<file path="config.mk">
export PLATFORM = sky130hd
export DESIGN_NAME = i2c_master_register_access
export DESIGN_NICKNAME = d
export VERILOG_FILES = /design/src/rtl/i2cm_pkg.sv /design/src/rtl/i2c_master_register_access.sv /design/src/rtl/i2cm_front.sv /design/src/rtl/i2cm_back.sv
export VERILOG_INCLUDE_DIRS = /design/src /design/src/rtl
export SDC_FILE = /design/constraint.sdc
export NUM_CORES = 1
export LEC_CHECK = 0
export ABC_CLOCK_PERIOD_IN_PS = 6500
export BUFFER_PORTS_ARGS = -buffer_cell sky130_fd_sc_hd__buf_2
export CORE_MARGIN = 1
export CORE_UTILIZATION = 50
export CTS_BUF_LIST = sky130_fd_sc_hd__clkbuf_16
export CTS_CLUSTER_DIAMETER = 200
export DETAILED_ROUTE_END_ITERATION = 8
export PLACE_DENSITY = 0.68
export SKIP_LAST_GASP = 1
export SYNTH_ARGS = -nofsm -noshare
export SYNTH_HDL_FRONTEND = slang
export SYNTH_SLANG_ARGS = --single-unit
</file>
<file path="constraint.sdc">
create_clock -name clk -period 6.5 [get_ports clk]
set_clock_uncertainty 0.15 [all_clocks]
set_input_delay 0.65 -clock clk [delete_from_list [all_inputs] [get_ports clk]]
set_output_delay 0.65 -clock clk [all_outputs]
set_load 0.05 [all_outputs]
</file>
<file path="src/rtl/i2c_master_register_access_defines.svh">
// Assertion macros for the I2C master register access block.
// Relies on clk and arst_n being visible in the including module.
`ifndef I2C_MASTER_REGISTER_ACCESS_DEFINES_SVH
`define I2C_MASTER_REGISTER_ACCESS_DEFINES_SVH

// Flag a condition that must never hold out of reset.
`define I2CM_ASSERT_NEVER(label, cond, msg) \
	label: assert property (@(posedge clk) disable iff (!arst_n) !(cond)) \
		else $error(msg);

// Flag a broken same-cycle implication.
`define I2CM_ASSERT_IMPL(label, ante, cons, msg) \
	label: assert property (@(posedge clk) disable iff (!arst_n) (ante) |-> (cons)) \
		else $error(msg);

// Flag a broken next-cycle implication.
`define I2CM_ASSERT_NEXT(label, ante, cons, msg) \
	label: assert property (@(posedge clk) disable iff (!arst_n) (ante) |=> (cons)) \
		else $error(msg);

`endif

</file>
<file path="src/rtl/i2cm_pkg.sv">
// Shared types and codes for the I2C master register access block.
// No dependencies; imported by the front, back and top level.
`timescale 1ns / 1ps

package i2cm_pkg;

	localparam logic [1:0] OP_NONE  = 2'd0;
	localparam logic [1:0] OP_WRITE = 2'd1;
	localparam logic [1:0] OP_READ  = 2'd2;
	localparam logic [1:0] OP_BURST = 2'd3;

	localparam logic [1:0] ST_OK    = 2'd0;
	localparam logic [1:0] ST_BUSY  = 2'd1;
	localparam logic [1:0] ST_FAULT = 2'd2;
	localparam logic [1:0] ST_NACK  = 2'd3;

	localparam logic [7:0] QUARTER_RESET = 8'd30;

	typedef struct packed {
		logic [1:0] op;
		logic [7:0] device_byte;
		logic [7:0] register_byte;
		logic [7:0] write_data;
		logic [7:0] byte_count;
		logic       sda_in;
	} in_word_t;

	typedef struct packed {
		logic       scl_release;
		logic       sda_release;
		logic       busy_res;
		logic       byte_valid;
		logic [7:0] read_byte;
		logic       done_res;
		logic [1:0] status;
	} out_word_t;

	typedef struct packed {
		logic valid;
		logic has_cmd;
	} fe_ctrl_t;

endpackage

</file>
<file path="src/rtl/i2c_master_register_access.sv">
// I2C master register access top level: front queue, phase sequencer, result queue.
// A pushed word waits in the front queue and is stepped into the result queue to be popped.
// Throughput: one tick word per cycle when the result queue has room, set by the sequencer.
// Reset (arst_n low, asynchronous): both queues empty, bus lines released, sequencer idle,
// quarter period back to 30 ticks. Configuration writes are taken every cycle.
`timescale 1ns / 1ps

module i2c_master_register_access (
	input  logic                clk,
	input  logic                arst_n,
	input  logic                push,
	output logic                full,
	input  i2cm_pkg::in_word_t  in_word,
	output logic                empty,
	input  logic                pop,
	output i2cm_pkg::out_word_t out_word,
	input  logic                cfg_valid,
	output logic                cfg_ready,
	input  logic [7:0]          cfg_data
);
	import i2cm_pkg::*;

	in_word_t head_word;
	fe_ctrl_t head_ctrl;
	logic     adv;

	assign cfg_ready = 1'b1;

	i2cm_front u_front (
		.clk       (clk),
		.arst_n    (arst_n),
		.push      (push),
		.full      (full),
		.in_word   (in_word),
		.adv       (adv),
		.head_word (head_word),
		.head_ctrl (head_ctrl)
	);

	i2cm_back u_back (
		.clk       (clk),
		.arst_n    (arst_n),
		.cfg_valid (cfg_valid && cfg_ready),
		.cfg_data  (cfg_data),
		.head_word (head_word),
		.head_ctrl (head_ctrl),
		.adv       (adv),
		.empty     (empty),
		.pop       (pop),
		.out_word  (out_word)
	);

endmodule

</file>
<file path="src/rtl/i2cm_front.sv">
// Front end: two-word input queue that tags each tick with whether it carries a command.
// Depends on i2cm_pkg.
`timescale 1ns / 1ps

module i2cm_front (
	input  logic               clk,
	input  logic               arst_n,
	input  logic               push,
	output logic               full,
	input  i2cm_pkg::in_word_t in_word,
	input  logic               adv,
	output i2cm_pkg::in_word_t head_word,
	output i2cm_pkg::fe_ctrl_t head_ctrl
);
	import i2cm_pkg::*;

	in_word_t   mem_q [2];
	logic       wr_q;
	logic       rd_q;
	logic [1:0] cnt_q;
	logic       put;
	logic       take;

	assign full = (cnt_q == 2'd2);
	assign put  = push && !full;
	assign take = adv && (cnt_q != 2'd0);

	assign head_word = mem_q[rd_q];
	assign head_ctrl = {(cnt_q != 2'd0), (mem_q[rd_q].op != OP_NONE)};

	always_ff @(posedge clk) begin
		if (put) begin
			mem_q[wr_q] <= in_word;
		end
	end

	always_ff @(posedge clk or negedge arst_n) begin
		if (!arst_n) begin
			wr_q  <= 1'b0;
			rd_q  <= 1'b0;
			cnt_q <= 2'd0;
		end else begin
			if (put) begin
				wr_q <= ~wr_q;
			end
			if (take) begin
				rd_q <= ~rd_q;
			end
			cnt_q <= cnt_q + {1'b0, put} - {1'b0, take};
		end
	end

endmodule

</file>
<file path="src/rtl/i2cm_back.sv">
// Back end: bus phase sequencer stepping one tick per word, plus a two-word result queue.
// Depends on i2cm_pkg and the assertion macro header.
`timescale 1ns / 1ps

module i2cm_back (
	input  logic                clk,
	input  logic                arst_n,
	input  logic                cfg_valid,
	input  logic [7:0]          cfg_data,
	input  i2cm_pkg::in_word_t  head_word,
	input  i2cm_pkg::fe_ctrl_t  head_ctrl,
	output logic                adv,
	output logic                empty,
	input  logic                pop,
	output i2cm_pkg::out_word_t out_word
);
	import i2cm_pkg::*;
	`include "i2c_master_register_access_defines.svh"

	localparam logic [4:0] PH_IDLE = 5'd0;
	localparam logic [4:0] PH_ST_A = 5'd1;
	localparam logic [4:0] PH_ST_B = 5'd2;
	localparam logic [4:0] PH_ST_C = 5'd3;
	localparam logic [4:0] PH_TX_A = 5'd4;
	localparam logic [4:0] PH_TX_B = 5'd5;
	localparam logic [4:0] PH_TX_C = 5'd6;
	localparam logic [4:0] PH_WA_A = 5'd7;
	localparam logic [4:0] PH_WA_B = 5'd8;
	localparam logic [4:0] PH_WA_C = 5'd9;
	localparam logic [4:0] PH_WA_N = 5'd10;
	localparam logic [4:0] PH_RX_A = 5'd11;
	localparam logic [4:0] PH_RX_B = 5'd12;
	localparam logic [4:0] PH_AK_A = 5'd13;
	localparam logic [4:0] PH_AK_B = 5'd14;
	localparam logic [4:0] PH_AK_C = 5'd15;
	localparam logic [4:0] PH_AK_D = 5'd16;
	localparam logic [4:0] PH_SP_A = 5'd17;
	localparam logic [4:0] PH_SP_B = 5'd18;
	localparam logic [4:0] PH_SP_C = 5'd19;
	localparam logic [4:0] PH_SP_D = 5'd20;

	localparam logic [1:0] STAGE_DEV   = 2'd0;
	localparam logic [1:0] STAGE_REG   = 2'd1;
	localparam logic [1:0] STAGE_DATA  = 2'd2;
	localparam logic [1:0] STAGE_DEVRD = 2'd3;

	// Line levels on entry to a phase: bit 1 SDA, bit 0 SCL.
	function automatic logic [1:0] enter_lines(input logic [4:0] ph, input logic [1:0] cur,
			input logic bit_v, input logic ack);
		logic scl;
		logic sda;
		begin
			scl = 1'b0;
			sda = cur[1];
			case (ph) inside
				PH_ST_A: begin
					scl = 1'b1; sda = 1'b1;
				end
				PH_ST_B, PH_ST_C: begin
					scl = 1'b1; sda = 1'b0;
				end
				PH_TX_B: sda = bit_v;
				PH_TX_C: begin
					scl = 1'b1; sda = bit_v;
				end
				PH_WA_B, PH_WA_N, PH_RX_A: sda = 1'b1;
				PH_WA_C, PH_RX_B: begin
					scl = 1'b1; sda = 1'b1;
				end
				PH_AK_B, PH_AK_D: sda = ack;
				PH_AK_C: begin
					scl = 1'b1; sda = ack;
				end
				PH_SP_B: sda = 1'b0;
				PH_SP_C: begin
					scl = 1'b1; sda = 1'b0;
				end
				PH_SP_D: begin
					scl = 1'b1; sda = 1'b1;
				end
				default: scl = 1'b0;
			endcase
			enter_lines = {sda, scl};
		end
	endfunction

	logic [7:0] quarter_q;
	logic [4:0] phase_q;
	logic [7:0] tick_q;
	logic [3:0] bit_q;
	logic [7:0] shift_q;
	logic [7:0] left_q;
	logic [7:0] dev_q;
	logic [7:0] reg_q;
	logic [7:0] val_q;
	logic [1:0] cmd_q;
	logic [1:0] lines_q;
	logic [1:0] stage_q;
	logic [1:0] err_q;

	logic [4:0] n_phase;
	logic [7:0] n_tick;
	logic [3:0] n_bit;
	logic [7:0] n_shift;
	logic [7:0] n_left;
	logic [7:0] n_dev;
	logic [7:0] n_reg;
	logic [7:0] n_val;
	logic [1:0] n_cmd;
	logic [1:0] n_lines;
	logic [1:0] n_stage;
	logic [1:0] n_err;
	logic [7:0] q_eff;
	logic       ent;
	logic [4:0] ent_ph;
	out_word_t  res;

	out_word_t  omem_q [2];
	logic       owr_q;
	logic       ord_q;
	logic [1:0] ocnt_q;
	logic       otake;
	logic       room;

	assign otake    = pop && (ocnt_q != 2'd0);
	assign room     = (ocnt_q != 2'd2) || otake;
	assign adv      = head_ctrl.valid && room;
	assign empty    = (ocnt_q == 2'd0);
	assign out_word = omem_q[ord_q];

	always_comb begin
		n_phase = phase_q;
		n_tick  = tick_q;
		n_bit   = bit_q;
		n_shift = shift_q;
		n_left  = left_q;
		n_dev   = dev_q;
		n_reg   = reg_q;
		n_val   = val_q;
		n_cmd   = cmd_q;
		n_lines = lines_q;
		n_stage = stage_q;
		n_err   = err_q;
		ent     = 1'b0;
		ent_ph  = PH_IDLE;
		res     = '0;
		q_eff   = (quarter_q == 8'd0) ? 8'd1 : quarter_q;

		if (phase_q == PH_IDLE && !head_ctrl.has_cmd) begin
			n_lines         = 2'b11;
			res.scl_release = 1'b1;
			res.sda_release = 1'b1;
		end else begin
			if (phase_q == PH_IDLE) begin
				n_cmd   = head_word.op;
				n_dev   = head_word.device_byte;
				n_reg   = head_word.register_byte;
				n_val   = head_word.write_data;
				n_left  = (head_word.op == OP_BURST) ? head_word.byte_count : 8'd1;
				if (n_left == 8'd0) begin
					n_left = 8'd1;
				end
				n_stage = STAGE_DEV;
				n_err   = ST_OK;
				n_phase = PH_ST_A;
				n_tick  = 8'd0;
				n_lines = enter_lines(PH_ST_A, n_lines, n_shift[7], !(n_left > 8'd1));
			end
			res.scl_release = n_lines[0];
			res.sda_release = n_lines[1];
			res.busy_res    = 1'b1;

			n_tick = n_tick + 8'd1;
			if (n_tick >= q_eff) begin
				n_tick = 8'd0;
				unique case (n_phase)
					PH_ST_A: begin
						if (n_stage == STAGE_DEV && !head_word.sda_in) begin
							res.done_res = 1'b1; res.status = ST_BUSY; n_phase = PH_IDLE;
						end else begin
							ent = 1'b1; ent_ph = PH_ST_B;
						end
					end
					PH_ST_B: begin
						if (n_stage == STAGE_DEV && head_word.sda_in) begin
							res.done_res = 1'b1; res.status = ST_FAULT; n_phase = PH_IDLE;
						end else begin
							ent = 1'b1; ent_ph = PH_ST_C;
						end
					end
					PH_ST_C: begin
						n_shift = (n_stage == STAGE_DEV) ? n_dev : n_dev + 8'd1;
						n_bit   = 4'd0;
						ent = 1'b1; ent_ph = PH_TX_A;
					end
					PH_TX_A: begin
						ent = 1'b1; ent_ph = PH_TX_B;
					end
					PH_TX_B: begin
						ent = 1'b1; ent_ph = PH_TX_C;
					end
					PH_TX_C: begin
						n_shift = {n_shift[6:0], 1'b0};
						n_bit   = n_bit + 4'd1;
						ent = 1'b1; ent_ph = (n_bit >= 4'd8) ? PH_WA_A : PH_TX_A;
					end
					PH_WA_A: begin
						ent = 1'b1; ent_ph = PH_WA_B;
					end
					PH_WA_B: begin
						ent = 1'b1; ent_ph = PH_WA_C;
					end
					PH_WA_C: begin
						ent = 1'b1;
						if (n_stage == STAGE_DEV) begin
							if (head_word.sda_in) begin
								n_err = ST_NACK; ent_ph = PH_WA_N;
							end else begin
								n_stage = STAGE_REG; n_shift = n_reg; n_bit = 4'd0;
								ent_ph = PH_TX_A;
							end
						end else if (n_stage == STAGE_REG) begin
							if (n_cmd == OP_WRITE) begin
								n_stage = STAGE_DATA; n_shift = n_val; n_bit = 4'd0;
								ent_ph = PH_TX_A;
							end else begin
								n_stage = STAGE_DEVRD; ent_ph = PH_ST_A;
							end
						end else if (n_stage == STAGE_DATA) begin
							ent_ph = PH_SP_A;
						end else begin
							n_shift = 8'd0; n_bit = 4'd0; ent_ph = PH_RX_A;
						end
					end
					PH_WA_N: begin
						ent = 1'b1; ent_ph = PH_SP_A;
					end
					PH_RX_A: begin
						ent = 1'b1; ent_ph = PH_RX_B;
					end
					PH_RX_B: begin
						n_shift = {n_shift[6:0], head_word.sda_in};
						n_bit   = n_bit + 4'd1;
						ent = 1'b1;
						if (n_bit >= 4'd8) begin
							res.byte_valid = 1'b1; res.read_byte = n_shift; ent_ph = PH_AK_A;
						end else begin
							ent_ph = PH_RX_A;
						end
					end
					PH_AK_A: begin
						ent = 1'b1; ent_ph = PH_AK_B;
					end
					PH_AK_B: begin
						ent = 1'b1; ent_ph = PH_AK_C;
					end
					PH_AK_C: begin
						ent = 1'b1; ent_ph = PH_AK_D;
					end
					PH_AK_D: begin
						ent = 1'b1;
						if (n_left > 8'd1) begin
							n_left = n_left - 8'd1;
							n_shift = 8'd0; n_bit = 4'd0; ent_ph = PH_RX_A;
						end else begin
							ent_ph = PH_SP_A;
						end
					end
					PH_SP_A: begin
						ent = 1'b1; ent_ph = PH_SP_B;
					end
					PH_SP_B: begin
						ent = 1'b1; ent_ph = PH_SP_C;
					end
					PH_SP_C: begin
						ent = 1'b1; ent_ph = PH_SP_D;
					end
					PH_SP_D: begin
						res.done_res = 1'b1; res.status = n_err; n_phase = PH_IDLE;
					end
					default: n_phase = PH_IDLE;
				endcase
				if (ent) begin
					n_phase = ent_ph;
					n_tick  = 8'd0;
					n_lines = enter_lines(ent_ph, n_lines, n_shift[7], !(n_left > 8'd1));
				end
			end
		end
	end

	always_ff @(posedge clk or negedge arst_n) begin
		if (!arst_n) begin
			quarter_q <= QUARTER_RESET;
			phase_q   <= PH_IDLE;
			tick_q    <= 8'd0;
			bit_q     <= 4'd0;
			shift_q   <= 8'd0;
			left_q    <= 8'd0;
			dev_q     <= 8'd0;
			reg_q     <= 8'd0;
			val_q     <= 8'd0;
			cmd_q     <= OP_NONE;
			lines_q   <= 2'b11;
			stage_q   <= STAGE_DEV;
			err_q     <= ST_OK;
		end else begin
			if (cfg_valid) begin
				quarter_q <= cfg_data;
			end
			if (adv) begin
				phase_q <= n_phase;
				tick_q  <= n_tick;
				bit_q   <= n_bit;
				shift_q <= n_shift;
				left_q  <= n_left;
				dev_q   <= n_dev;
				reg_q   <= n_reg;
				val_q   <= n_val;
				cmd_q   <= n_cmd;
				lines_q <= n_lines;
				stage_q <= n_stage;
				err_q   <= n_err;
			end
		end
	end

	always_ff @(posedge clk) begin
		if (adv) begin
			omem_q[owr_q] <= res;
		end
	end

	always_ff @(posedge clk or negedge arst_n) begin
		if (!arst_n) begin
			owr_q  <= 1'b0;
			ord_q  <= 1'b0;
			ocnt_q <= 2'd0;
		end else begin
			if (adv) begin
				owr_q <= ~owr_q;
			end
			if (otake) begin
				ord_q <= ~ord_q;
			end
			ocnt_q <= ocnt_q + {1'b0, adv} - {1'b0, otake};
		end
	end

	`I2CM_ASSERT_NEVER(a_ocnt_range, ocnt_q == 2'd3, "result queue count out of range")
	`I2CM_ASSERT_IMPL(a_no_overrun, (ocnt_q == 2'd2) && !pop, !adv, "tick stepped into full queue")
	`I2CM_ASSERT_NEXT(a_result_held, adv, ocnt_q != 2'd0, "stepped tick left no result")
	`I2CM_ASSERT_NEVER(a_phase_range, phase_q > PH_SP_D, "sequencer phase out of range")

endmodule
</file>
Yosys cells after proc, flatten, opt, wreduce, memory -nomap -nowiden
Memories as Yosys holds them, arrays and structs flattened. Index checks and enable logic that the tools add are counted. Widths: inputs -> output; s select.

Bits in registers: 81. Bits in latches: 0. Bits in writable memories: 100. Bits in read-only memories: 0. Input port bits: 48. Output and inout bits: 18. Logic and storage cells: 227. Memories kept: 2.

$add $sub $neg: 8. Multiply operators: 0. Divide/modulo/power cells: 0. $lt $le $gt $ge: 4. Equal/unequal tests: 46. Shifts and indexed selects: 0. Multiplexer cells: 110. Bitwise logic cells: 5. Reductions and logical operators: 32.

Memories: u_front.mem_q (depth 2, bits a word 35, read ports 1, clocked after Yosys merged registers in 0, wr ports 1, line i2cm_front.sv:17) `in_word_t mem_q [2];`; u_back.omem_q (depth 2, bits a word 15, read ports 1, clocked after Yosys merged registers in 0, wr ports 1, line i2cm_back.sv:118) `out_word_t omem_q [2];`.

Operators with widths (number): $mux 8 (24); $pmux 5 s19 (1); $eq 5x4->1 const B (15); $mux 5 (12); $eq 5x5->1 const B (9); $mux 2 (22); $pmux 8 s5 (1); $mux 1 (31); $eq 5x3->1 const B (6); $mux 4 (7); $eq 5x2->1 const B (4); $mux 9 (2); $reduce_or 17->1 (1); $add 8x1->8 const B (2); $gt 8x1->1 const B (2); $logic_not 8->1 (2); $pmux 4 s4 (1); $reduce_and 8->1 (2); $pmux 5 s3 (1); $mux 13 (1); $mux 12 (1); $mux 3 (4); $eq 5x1->1 const B (2); $pmux 3 s3 (1); 27 further kinds (51).

Longest topological paths before layout
Gate-level depths: netlist of run 1. An unclocked memory read counts as a cell.

Word-level depth: 27. Depth in mapped cells: 20. Depth with buffers taken out: 16.

By module
A second synthesis of run 1 with hierarchy kept.

Cell total of the unflattened synthesis: 792. Area total of the unflattened synthesis: 9175.0 um^2.

By module, submodules not included: i2cm_back (times used 1, cells each 660, area an instance 6348.6 um^2, sequential area each 2835.2 um^2); i2cm_front (times used 1, cells each 130, area an instance 2815.2 um^2, sequential area each 2202.1 um^2); i2c_master_register_access (times used 1, cells each 2, area an instance 11.3 um^2, sequential area each 0.0 um^2).

Least setup slack after synthesis of run 1
No wires, ideal clock.

Path type: register to register. Start point: register u_back.phase_q[4]. End point: register u_back.bit_q[3]. Setup time: 0.128 ns. Arrival: 3.970 ns. Required time: 6.222 ns. Path slack: 2.252 ns. Cell stages (with the launch flop): 19. Buffers on the path: 4. Clock period less this slack: 4.248 ns. Cell sequence: dfrtp_1 -> buf_6 -> nor3_2 -> nand2_2 -> clkbuf_1 -> buf_1 -> and2_1 -> ha_1 -> and3_1 -> nand3_1 -> xor2_1 -> nor2_1 -> ha_1 -> nand4_1 -> o21ai_0 -> a21oi_1 -> a2111oi_0 -> buf_2 -> mux2_1.

Longest elaborated chain between the ends: 7. Elaborated cells between the ends (all ways): 35. Classes of those cells: add/sub: 1; order compare: 2; eq/ne: 12; mux: 13; bitwise: 1; reduce/logical: 6.

Ends and longest elaborated chain: start, declared (line i2cm_back.sv:88) `logic [4:0] phase_q;`; start signal, assigned (line i2cm_back.sv:312) `phase_q <= n_phase;`; branches (longest 7 deep; another with $add 8x1->8); end signal, assigned (line i2cm_back.sv:314) `bit_q <= n_bit;`; end, declared (line i2cm_back.sv:90) `logic [3:0] bit_q;`.

Several ways; the timed one is not identified. The select of a mux whose other input is x is not followed. A chain may end at the register's enable or synchronous reset.

==> impl_metrics.py, run 1 <==
metrics = {
    "route": {
        "dr.pass1.iters": 5,
        "vias": 6408,
        "via_per_inst": 5.79,
        "avgRoutedWirePerCell_um": 17.6,
        "drtIter0Drc": 504,
        "postRouteAntennaNets": 0,
        "drt-total-wl_um": 19500,
        "drc": 0,
    },
    "timing": {
        "rsz0062_at_grt": "false",
        "drv_slew": 0,
        "timing.hold.ws_ns": 0.249,
        "fin_ws_ns": 1.49,
        "fmax_mhz": 200,
        "slew-limit-headroom_pct": 14.6,
        "fin_tns_setup_ns": 0,
        "setup_viol": 0,
        "period_share_pct": 77.1,
        "finalHoldViolCount": 0,
        "min_period_ns": 5.01,
        "worst_slew_pin_slew_ns": 1.28,
    },
    "synth": {
        "syn_avg_cell_area_um2": 10.9,
        "synth_top_flop_cell": "edfxtp_1",
        "synthCells": 822,
        "synth.yosys.seq_area_share_pct": 56.3,
        "syn_area_um2": 8950,
        "synth_commonest_cells": "edfxtp_1, nand2_1, dfrtp_1",
        "synth_area_leaders": "edfxtp_1, dfrtp_1, o21ai_0, nand2_1, mux2i_1",
        "yosysTopAreaCellShare_pct": 33.5,
        "async_flop_share_pct": 44.8,
        "synthAdderAreaFrac_pct": 2.24,
        "synth_compound_area_share_pct": 13.5,
        "yosys_warnings": 0,
        "synth_mux_area_share_pct": 6.69,
        "yosys.area_share.simple_pct": 15.1,
        "syn-num-nets": 886,
        "yosysMostFrequentCell": "edfxtp_1",
        "synth_top_family_by_area": "simple AND/OR/NAND/NOR gates",
        "ys_ff_latch": 181,
        "yosysUniqueCellTypes": 72,
        "synth_largest_area_cell": "edfxtp_1",
        "yosys.area_share.xor_xnor_pct": 3.12,
        "synth_edf_count": 100,
    },
    "clock_tree": {
        "postCtsHoldBufs": 1,
        "cts_htree_levels": 4,
        "cts_setup_buffers": 0,
        "cts-root-buf": "clkbuf_16",
        "clock-sinks": 181,
        "worstSkewPairLatency_ns": 0.43,
        "cts_tree": "done",
        "clk_pin_slew_ns": 0.07,
        "cts_resized": 0,
        "clk_path_buf_depth": 2,
        "numCtsBuffers": 17,
    },
    "grt": {
        "grt_max_degree": 74,
        "grt_pass1_vias": 6264,
        "antenna_found_initial": 0,
        "gr-total-overflow": 0,
        "grt_pass1_wl_um": 31800,
        "grt_usage_pct": 22.4,
    },
    "setup_path": {
        "cpLargestDelayFamily": "simple AND/OR/NAND/NOR gates",
        "worst_ep_required_time_ns": 6.65,
        "reg2reg_slack_ns": 1.49,
        "slowest_delay_ns": 0.66,
        "cp_cell_sequence": "nor2_1, nand2_2, and2_1, ha_1, and3_1, nand3_1, xor2_1, nor2_1, ha_1, nand4_1, o21ai_0, a21o_1, nand2_1, nor3_1, and2_1",
        "slowest_stage": "nor3_1",
        "cp-start-kind": "flop",
        "crit_path_end_kind": "flop",
        "critical_path_class": "flop to flop",
        "crit_buf_inv": 0,
        "critPathMaxFanout": 21,
        "worstPathArrival_ns": 5.16,
    },
    "power_and_ir_drop": {
        "leakagePower_nw": 3.94,
        "peakVddDrop_mv": 0.327,
        "p_per_area_nw_per_um2": 482,
    },
    "die": {
        "io_pins": 66,
        "start_util_pct": 51.4,
        "die_h_um": 136,
        "die_w_um": 136,
        "core-area_um2": 17400,
        "dieArea_um2": 18400,
        "num_rows": 48,
    },
    "worst_hold_path": {
        "hold_class": "input port to flop",
    },
    "final_layout": {
        "diodes": 0,
        "seq_area_um2": 5040,
        "syn_to_final_growth_pct": 11.6,
        "final_core_utilization_pct": 57.4,
        "multiInputGateArea_um2": 3660,
        "n_fill_cell": 1480,
        "finalNetCount": 932,
        "layout-drive-gt1-share_pct": 16.0,
    },
    "placement": {
        "gp_congestion": 0.876,
        "io_buffer_count": 64,
        "pre_cts_ws_ns": 1.55,
        "dp_hpwl_um": 13600,
    },
    "flow_run": {
        "drv_cap": 0,
    },
    "run_status": {
        "run_status": "completed",
    },
}
[placed cells by master (no fill, tap or decap), types with 8 or more instances in the layout]
master / netlist / layout
dfrtp_1: 75 / 74
mux2i_1: 34 / 34
nor2b_1: 9 / 9
ha_1: 16 / 16
and3_1: 8 / 8
nor3_1: 10 / 10
nand3_1: 17 / 17
nor4_1: 11 / 11
xnor2_1: 20 / 20
a31oi_1: 9 / 9
and2_1: 11 / 11
buf_2: 9 / 63
mux2_2: 22 / 22
clkbuf_16: 0 / 17
nor2_1: 60 / 59
inv_1: 16 / 20
o21ai_0: 72 / 72
edfxtp_1: 100 / 100
a21oi_1: 53 / 53
nand2b_1: 17 / 17
buf_4: 1 / 11
xor2_1: 10 / 10
nand2_1: 93 / 93
[layout make-up]
class                   count  area share, %
clock inverters            15           1.19
flip-flops and latches    181           50.4
multi-input cells         576           36.6
repair buffers             75           4.08
clock buffers              17           4.26
well taps                 225           2.82
inverters                  17          0.638
[final timing paths]
kind                                                     from                               to  depth (start not counted)
worst min register to register    u_back.cmd_q[0]$_DFFE_PN0P_      u_back.cmd_q[0]$_DFFE_PN0P_                          2
min in group asynchronous                              arst_n  u_back.quarter_q[5]$_DFFE_PN0P_                          2
worst max-delay path            u_back.phase_q[2]$_DFFE_PN0P_    u_back.omem_q[0][9]$_DFFE_PP_                         15
worst max register to register  u_back.phase_q[2]$_DFFE_PN0P_    u_back.omem_q[0][9]$_DFFE_PP_                         15
worst min-delay path                              in_word[13]   u_front.mem_q[0][13]$_DFFE_PP_                          1
max in group asynchronous                              arst_n         u_front.rd_q$_DFFE_PN0P_                          3
[routing by layer]
metal	track usage, %	vias up	wire length, µm
li1	-	3091	-
met1	31.3	3107	9310
met2	35.4	191	9050
met3	4.10	19	855
met4	7.30	0	245
met5	0	-	0
[flip-flops by register name, summed over array words and instances, names as in the netlist, 4 cells and up]
signal,cells
u_back.omem_q,30
u_back.shift_q,8
u_back.phase_q,5
u_back.quarter_q,8
u_back.reg_q,8
u_front.mem_q,70
u_back.bit_q,4
u_back.tick_q,8
u_back.val_q,8
u_back.left_q,8
u_back.dev_q,8
[worst reg2reg max path: stages, from the launching register on]
cell	delay [ns]
dfrtp_1	0.62
nor2_1	0.65
nand2_2	0.15
and2_1	0.23
ha_1	0.22
and3_1	0.22
nand3_1	0.10
xor2_1	0.20
nor2_1	0.10
ha_1	0.32
nand4_1	0.08
o21ai_0	0.22
a21o_1	0.46
nand2_1	0.24
nor3_1	0.66
and2_1	0.26
[logic make-up (layout without fill, tap and decap cells)]
logic type / count (synthesis) / after routing
AOI/OAI and AO/OA: 199 / 199
xor gates and xnor gates: 31 / 31
adders and majority gates: 16 / 16
buffers and inverters: 65 / 124
DFF: 181 / 181
muxes: 57 / 57
other: 1 / 1
and+or+nand+nor: 272 / 272
[power by group]
part           internal (mW)  switching [mW]
Sequential              1.62           0.299
Combinational          0.697            1.24
Clock                  0.524           0.437
[per-stage QoR]
stage                     power [mW]  cells  cell area (µm²)
after CTS                       4.83   1106             9990
after floorplan                 3.37    822             8950
after global placement          3.80   1073             9440
after detailed placement        3.87   1073             9440
after global routing            5.13   1106             9990
final                           4.82   1106             9990
Power figures use the tool's default switching activity.
==> run 2, diff against run 1 <==
--- a/config.mk
+++ b/config.mk
@@ -6,7 +6,7 @@
 export SDC_FILE = /design/constraint.sdc
 export NUM_CORES = 1
 export LEC_CHECK = 0
-export ABC_CLOCK_PERIOD_IN_PS = 6500
+export ABC_CLOCK_PERIOD_IN_PS = 5150
 export BUFFER_PORTS_ARGS = -buffer_cell sky130_fd_sc_hd__buf_2
 export CORE_MARGIN = 1
 export CORE_UTILIZATION = 50
==> constraint.sdc (replaced) <==
create_clock -name clk -period 5.15 [get_ports clk]
set_clock_uncertainty 0.15 [all_clocks]
set_input_delay 0.515 -clock clk [delete_from_list [all_inputs] [get_ports clk]]
set_output_delay 0.515 -clock clk [all_outputs]
set_load 0.05 [all_outputs]
==> run 2 against run 1 <==
Critical path depth shrank 2. Maximum frequency up 21%. Sequential share of layout area down 0.60 points. Cell count increased by 1.1%. Critical endpoint is now u_back.shift_q[4]$_DFFE_PN0P_. Largest power group unchanged. Core utilization grew 0.69 points. First-iteration DRC count decreased by 11%. Wire length is 1.4% higher. Register-to-register slack got worse by 0.49 ns. Non-clock buffer count up 12.
==> impl_metrics.py, run 2 (synthesis gave the netlist of run 1 again) <==
metrics = {
    "die": {
        "start_util_pct": 51.4,
        "dieArea_um2": 18400,
        "die_h_um": 136,
        "die_w_um": 136,
        "num_rows": 48,
        "core-area_um2": 17400,
        "io_pins": 66,
    },
    "clock_tree": {
        "numCtsBuffers": 17,
        "worstSkewPairLatency_ns": 0.44,
        "clock-sinks": 181,
        "clk_path_buf_depth": 2,
        "cts_setup_buffers": 0,
        "cts_tree": "done",
        "cts_resized": 0,
        "cts-root-buf": "clkbuf_16",
        "cts_htree_levels": 4,
        "clk_pin_slew_ns": 0.07,
    },
    "route": {
        "drtIter0Drc": 451,
        "postRouteAntennaNets": 0,
        "vias": 6451,
        "drt-total-wl_um": 19700,
        "dr.pass1.iters": 5,
        "avgRoutedWirePerCell_um": 17.6,
        "via_per_inst": 5.77,
        "drc": 0,
    },
    "placement": {
        "io_buffer_count": 64,
        "gp_congestion": 0.922,
        "post_dp_cell_area_um2": 9530,
        "dp_hpwl_um": 14000,
    },
    "power_and_ir_drop": {
        "p_per_area_nw_per_um2": 613,
        "total_power_mw": 6.20,
        "p_sw_mw": 2.55,
        "p_int_mw": 3.65,
        "combPwrFrac_pct": 42.5,
        "clkPwrFrac_pct": 20.2,
        "peakVddDrop_mv": 0.332,
        "leakagePower_nw": 4.01,
        "p_seq_share_pct": 37.3,
        "switching_share_pct": 41.1,
    },
    "timing": {
        "worst_slew_pin_slew_ns": 1.22,
        "fmax_mhz": 241,
        "period_share_pct": 80.6,
        "min_period_ns": 4.15,
        "rsz0062_at_grt": "false",
        "finalHoldViolCount": 0,
        "timing.hold.ws_ns": 0.115,
        "slew-limit-headroom_pct": 18.5,
        "setup_viol": 0,
        "fin_tns_setup_ns": 0,
        "drv_slew": 0,
    },
    "grt": {
        "met1_usage_pct": 31.2,
        "grtUsageMet2_pct": 36.2,
        "grt_max_degree": 58,
        "antenna_found_initial": 0,
        "grt_util_met3_pct": 4.14,
        "gr-total-overflow": 0,
        "grt_usage_pct": 22.8,
        "grt_pass1_vias": 6362,
        "grt-busiest-layer": "met2",
        "grt_pass1_wl_um": 32300,
    },
    "final_layout": {
        "largest_register_ff_count": 70,
        "layout-drive-gt1-share_pct": 17.5,
        "n_fill_cell": 1509,
        "final_cell_mix": "edfxtp_1, nand2_1, dfrtp_1",
        "design_area_um2": 10100,
        "regMostFlops": "u_front.mem_q",
        "syn_to_final_growth_pct": 13.0,
        "layout_commonest_cell": "edfxtp_1",
        "finalNetCount": 944,
        "seq_area_um2": 5040,
        "reg_top3": "u_front.mem_q: 70 flops, u_back.omem_q: 30 flops",
        "multiInputGateArea_um2": 3660,
        "diodes": 0,
    },
    "worst_hold_path": {
        "hold_class": "input port to flop",
    },
    "setup_path": {
        "worstPathArrival_ns": 4.31,
        "worst_ep_required_time_ns": 5.31,
        "cp-start-kind": "flop",
        "critical_path_class": "flop to flop",
        "crit_path_end_kind": "flop",
        "critPathMaxFanout": 33,
    },
    "run_status": {
        "run_status": "completed",
    },
    "flow_run": {
        "drv_cap": 0,
    },
}
==> run 2: per-layer routing <==
| layer | vias up | share of wire (%) |
|---|---|---|
| met4 | 0 | 1.6 |
| li1 | 3111 | - |
| met3 | 25 | 6.0 |
| met1 | 3107 | 45 |
| met5 | - | 0 |
| met2 | 208 | 47 |
==> run 2: cell type report <==
cell class | instances | share of cell area (%)
clock buffer | 17 | 4.21
timing repair buffer | 87 | 4.92
clock inverter | 15 | 1.47
tap | 225 | 2.78
multi-input combinational | 576 | 36.2
sequential | 181 | 49.8
inverter | 17 | 0.631
==> run 2: timing repair <==
action,4_1_cts,5_1_grt
hold buffers,1,0
endpoints found under the hold margin,18,0
endpoints found under the setup margin,0,0
==> run 2: power groups by stage <==
stage | Combinational [mW] | Clock (mW) | Sequential (mW)
after floorplan | 2.03 | 0 | 2.22
after global placement | 2.54 | 0 | 2.31
after detailed placement | 2.62 | 0 | 2.34
after CTS | 2.63 | 1.28 | 2.31
after global routing | 2.89 | 1.33 | 2.36
final | 2.63 | 1.25 | 2.31
==> run 2: metrics by stage <==
stage | worst slack [ns] | utilization [%] | instances
floorplan | 0.902 | - | 822
global placement | 1.18 | 54.7 | 1085
detailed placement | 1.07 | 54.7 | 1085
CTS | 1.02 | 58.1 | 1118
global route | 0.702 | 58.1 | 1118
finish | 0.999 | 58.1 | 1118
==> run 2: critical path, stage by stage (launching register included) <==
cell and delay (ns):
dfrtp_1 0.39, buf_4 0.22, or3_4 0.45, nor2_8 0.44, mux2i_1 0.47, ha_1 0.30, nor2_1 0.09, a211oi_2 0.28
or3b_1 0.45, o21ai_1 0.20, a2111oi_2 0.12, buf_4 0.26, nor2_1 0.14, a21oi_1 0.06
==> run 2: worst paths after layout <==
kind / slack, ns / from / endpoint / cells past startpoint
setup / recovery: 1.0 / u_back.phase_q[4]$_DFFE_PN0P_ / u_back.shift_q[4]$_DFFE_PN0P_ / 13
hold / removal: 0.12 / in_word[27] / u_front.mem_q[0][27]$_DFFE_PP_ / 1
setup reg to reg: 1.0 / u_back.phase_q[4]$_DFFE_PN0P_ / u_back.shift_q[4]$_DFFE_PN0P_ / 13
max in group asynchronous: 3.36 / arst_n / u_front.rd_q$_DFFE_PN0P_ / 3
hold reg to reg: 0.33 / u_back.cmd_q[1]$_DFFE_PN0P_ / u_back.cmd_q[1]$_DFFE_PN0P_ / 2
min in group asynchronous: 0.37 / arst_n / u_back.quarter_q[6]$_DFFE_PN0P_ / 2
==> run 3, diff against run 2 <==
--- a/config.mk
+++ b/config.mk
@@ -6,7 +6,8 @@
 export SDC_FILE = /design/constraint.sdc
 export NUM_CORES = 1
 export LEC_CHECK = 0
-export ABC_CLOCK_PERIOD_IN_PS = 5150
+export ABC_AREA = 1
+export ABC_CLOCK_PERIOD_IN_PS = 4110
 export BUFFER_PORTS_ARGS = -buffer_cell sky130_fd_sc_hd__buf_2
 export CORE_MARGIN = 1
 export CORE_UTILIZATION = 50
==> constraint.sdc (replaced) <==
create_clock -name clk -period 4.11 [get_ports clk]
set_clock_uncertainty 0.15 [all_clocks]
set_input_delay 0.411 -clock clk [delete_from_list [all_inputs] [get_ports clk]]
set_output_delay 0.411 -clock clk [all_outputs]
set_load 0.05 [all_outputs]
==> run 3 against run 2 <==
Via count increased by 11%. Largest power group unchanged. Highest routed layer unchanged. Power increased by 39%. Critical endpoint is now u_back.left_q[2]$_DFFE_PN0P_. Maximum frequency increased by 13%. First-iteration DRC count is 22% higher. Critical path type unchanged. Critical path depth rose by 6. Clock power up 37%. Core utilization is 0.78 points higher.
==> impl_metrics.py, run 3 <==
metrics = {
    "run_status": {
        "run_status": "completed",
    },
    "placement": {
        "dp_hpwl_um": 14000,
        "io_buffer_count": 64,
        "gp_congestion": 0.928,
        "pre_cts_ws_ns": 0.386,
    },
    "timing": {
        "drv_slew": 0,
        "period_share_pct": 89.5,
        "finalHoldViolCount": 0,
        "slew-limit-headroom_pct": 29.8,
        "rsz0062_at_grt": "true",
        "fmax_mhz": 272,
        "fin_ws_ns": 0.433,
        "setup_viol": 0,
        "min_period_ns": 3.68,
        "worst_slew_pin_slew_ns": 1.05,
    },
    "die": {
        "start_util_pct": 51.4,
        "io_pins": 66,
        "num_rows": 49,
        "dieArea_um2": 19100,
        "die_h_um": 138,
        "die_w_um": 138,
        "core-area_um2": 18000,
    },
    "grt": {
        "grt_pass1_vias": 6846,
        "grt_pass1_wl_um": 34000,
        "antenna_found_initial": 0,
        "grt_max_degree": 58,
        "gr-total-overflow": 0,
        "grt_usage_pct": 22.4,
    },
    "final_layout": {
        "syn_to_final_growth_pct": 14.6,
        "layout-drive-gt1-share_pct": 15.3,
        "final_core_utilization_pct": 58.9,
        "layout_commonest_cell": "nand2_1",
        "n_fill_cell": 1611,
        "final_cell_mix": "nand2_1, inv_1, edfxtp_1",
        "largest_register_ff_count": 70,
        "reg_top3": "u_front.mem_q: 70 flops, u_back.omem_q: 30 flops",
        "regMostFlops": "u_front.mem_q",
        "finalNetCount": 1204,
        "diodes": 0,
    },
    "setup_path": {
        "critical_path_class": "flop to flop",
        "critPathMaxFanout": 16,
        "crit_path_end_kind": "flop",
        "worstPathArrival_ns": 3.83,
        "cp-start-kind": "flop",
        "worst_ep_required_time_ns": 4.26,
    },
    "synth": {
        "synthCells": 1061,
        "synth_commonest_cells": "nand2_1, inv_1, edfxtp_1",
        "yosysUniqueCellTypes": 55,
        "synth_top_flop_cell": "edfxtp_1",
        "async_flop_share_pct": 44.8,
        "synth_area_leaders": "edfxtp_1, dfrtp_1, nand2_1, inv_1, nor2_1",
        "syn_avg_cell_area_um2": 8.72,
        "yosys_warnings": 0,
        "yosysMostFrequentCell": "nand2_1",
        "synth.yosys.seq_area_share_pct": 54.4,
        "ys_ff_latch": 181,
        "yosysTopAreaCellShare_pct": 32.4,
        "syn_area_um2": 9260,
        "synth_largest_area_cell": "edfxtp_1",
        "syn-num-nets": 1125,
        "synth_edf_count": 100,
    },
    "route": {
        "drt-total-wl_um": 20100,
        "vias": 7154,
        "drtIter0Drc": 552,
        "dr.pass1.iters": 5,
        "drc": 0,
        "postRouteAntennaNets": 0,
        "avgRoutedWirePerCell_um": 14.5,
        "via_per_inst": 5.18,
    },
    "power_and_ir_drop": {
        "p_per_area_nw_per_um2": 813,
        "peakVddDrop_mv": 0.545,
        "leakagePower_nw": 4.92,
    },
    "clock_tree": {
        "numCtsBuffers": 17,
        "cts_tree": "done",
        "cts_htree_levels": 4,
        "clock-sinks": 181,
        "clk_path_buf_depth": 2,
        "clk_pin_slew_ns": 0.07,
        "cts-root-buf": "clkbuf_16",
        "worstSkewPairLatency_ns": 0.44,
    },
    "flow_run": {
        "drv_cap": 0,
    },
    "worst_hold_path": {
        "hold_class": "input port to flop",
    },
}
[run 3: logic make-up (layout without fill, tap and decap cells)]
group | Yosys count | after routing | synth area share [%]
flops | 181 | 181 | 54.4
simple gates | 526 | 526 | 24.7
xor+xnor | 16 | 16 | 1.51
other cells | 1 | 1 | 0.0405
compound gates | 156 | 156 | 9.88
buf+inv | 165 | 257 | 7.33
fa+ha+maj | 16 | 16 | 2.16
[run 3: what timing repair did]
item	in CTS	in global routing
hold buffers	15	0
setup buffers	0	2
endpoints found under the hold margin	80	0
setup endpoints to repair	0	6
gates resized for setup	0	2
[run 3: per-layer routing]
layer	part of all wire [%]	global-route usage [%]	up-vias
li1	-	-	3644
met1	48	31.3	3300
met2	46	35.8	183
met3	4.2	3.43	27
met4	1.7	7.75	0
met5	0	0	-
[run 3: path summary, 6_finish.rpt]
check	from	end	slack (ns)	cells after the start
worst max register to register	u_back.phase_q[4]$_DFFE_PN0P_	u_back.left_q[2]$_DFFE_PN0P_	0.43	19
worst min register to register	u_back.cmd_q[0]$_DFFE_PN0P_	u_back.cmd_q[0]$_DFFE_PN0P_	0.32	2
worst max-delay path	u_back.phase_q[4]$_DFFE_PN0P_	u_back.left_q[2]$_DFFE_PN0P_	0.43	19
worst min-delay path	in_word[25]	u_front.mem_q[1][25]$_DFFE_PP_	0.01	1
min in group asynchronous	arst_n	u_front.rd_q$_DFFE_PN0P_	0.44	2
max in group asynchronous	arst_n	u_back.quarter_q[2]$_DFFE_PN1P_	2.49	3
[run 3: metrics by stage]
step	power [mW]	TNS [ns]	hold slack, ns	cell area, µm²	cells
floorplan	5.92	0	-0.0346	9260	1061
global placement	6.86	0	0.306	9820	1333
detailed placement	6.92	0	0.309	9820	1333
CTS	8.66	0	0.000329	10600	1380
global route	9.32	-0.0317	0.000828	10600	1382
finish	8.63	0	0.0117	10600	1382
[run 3: power breakdown]
part	internal [mW]	total (mW)	switching (mW)
combinational	1.19	4.03	2.83
sequential	2.61	2.89	0.283
clock	0.974	1.71	0.734
[run 3: critical path: stages, from the launching register on]
cell	delay, ns
dfrtp_1	0.53
inv_2	0.16
nand3_4	0.13
nand2_1	0.07
inv_1	0.11
ha_1	0.19
nand4_1	0.14
nor3_1	0.21
xor2_1	0.21
inv_1	0.06
ha_1	0.27
nand2_1	0.06
nor2_1	0.13
nand4_1	0.09
nand3_1	0.12
buf_4	0.25
clkinvlp_4	0.24
buf_4	0.20
o21ai_0	0.14
o21ai_0	0.09
[run 3: cell type report]
class	instances	area, µm²	area share, %
flip-flops and latches	181	5040	47.5
multi-input cells	715	3570	33.6
repair buffers	97	608	5.73
inverters	128	488	4.60
well taps	229	287	2.70
clock inverters	15	195	1.84
clock buffers	17	425	4.01
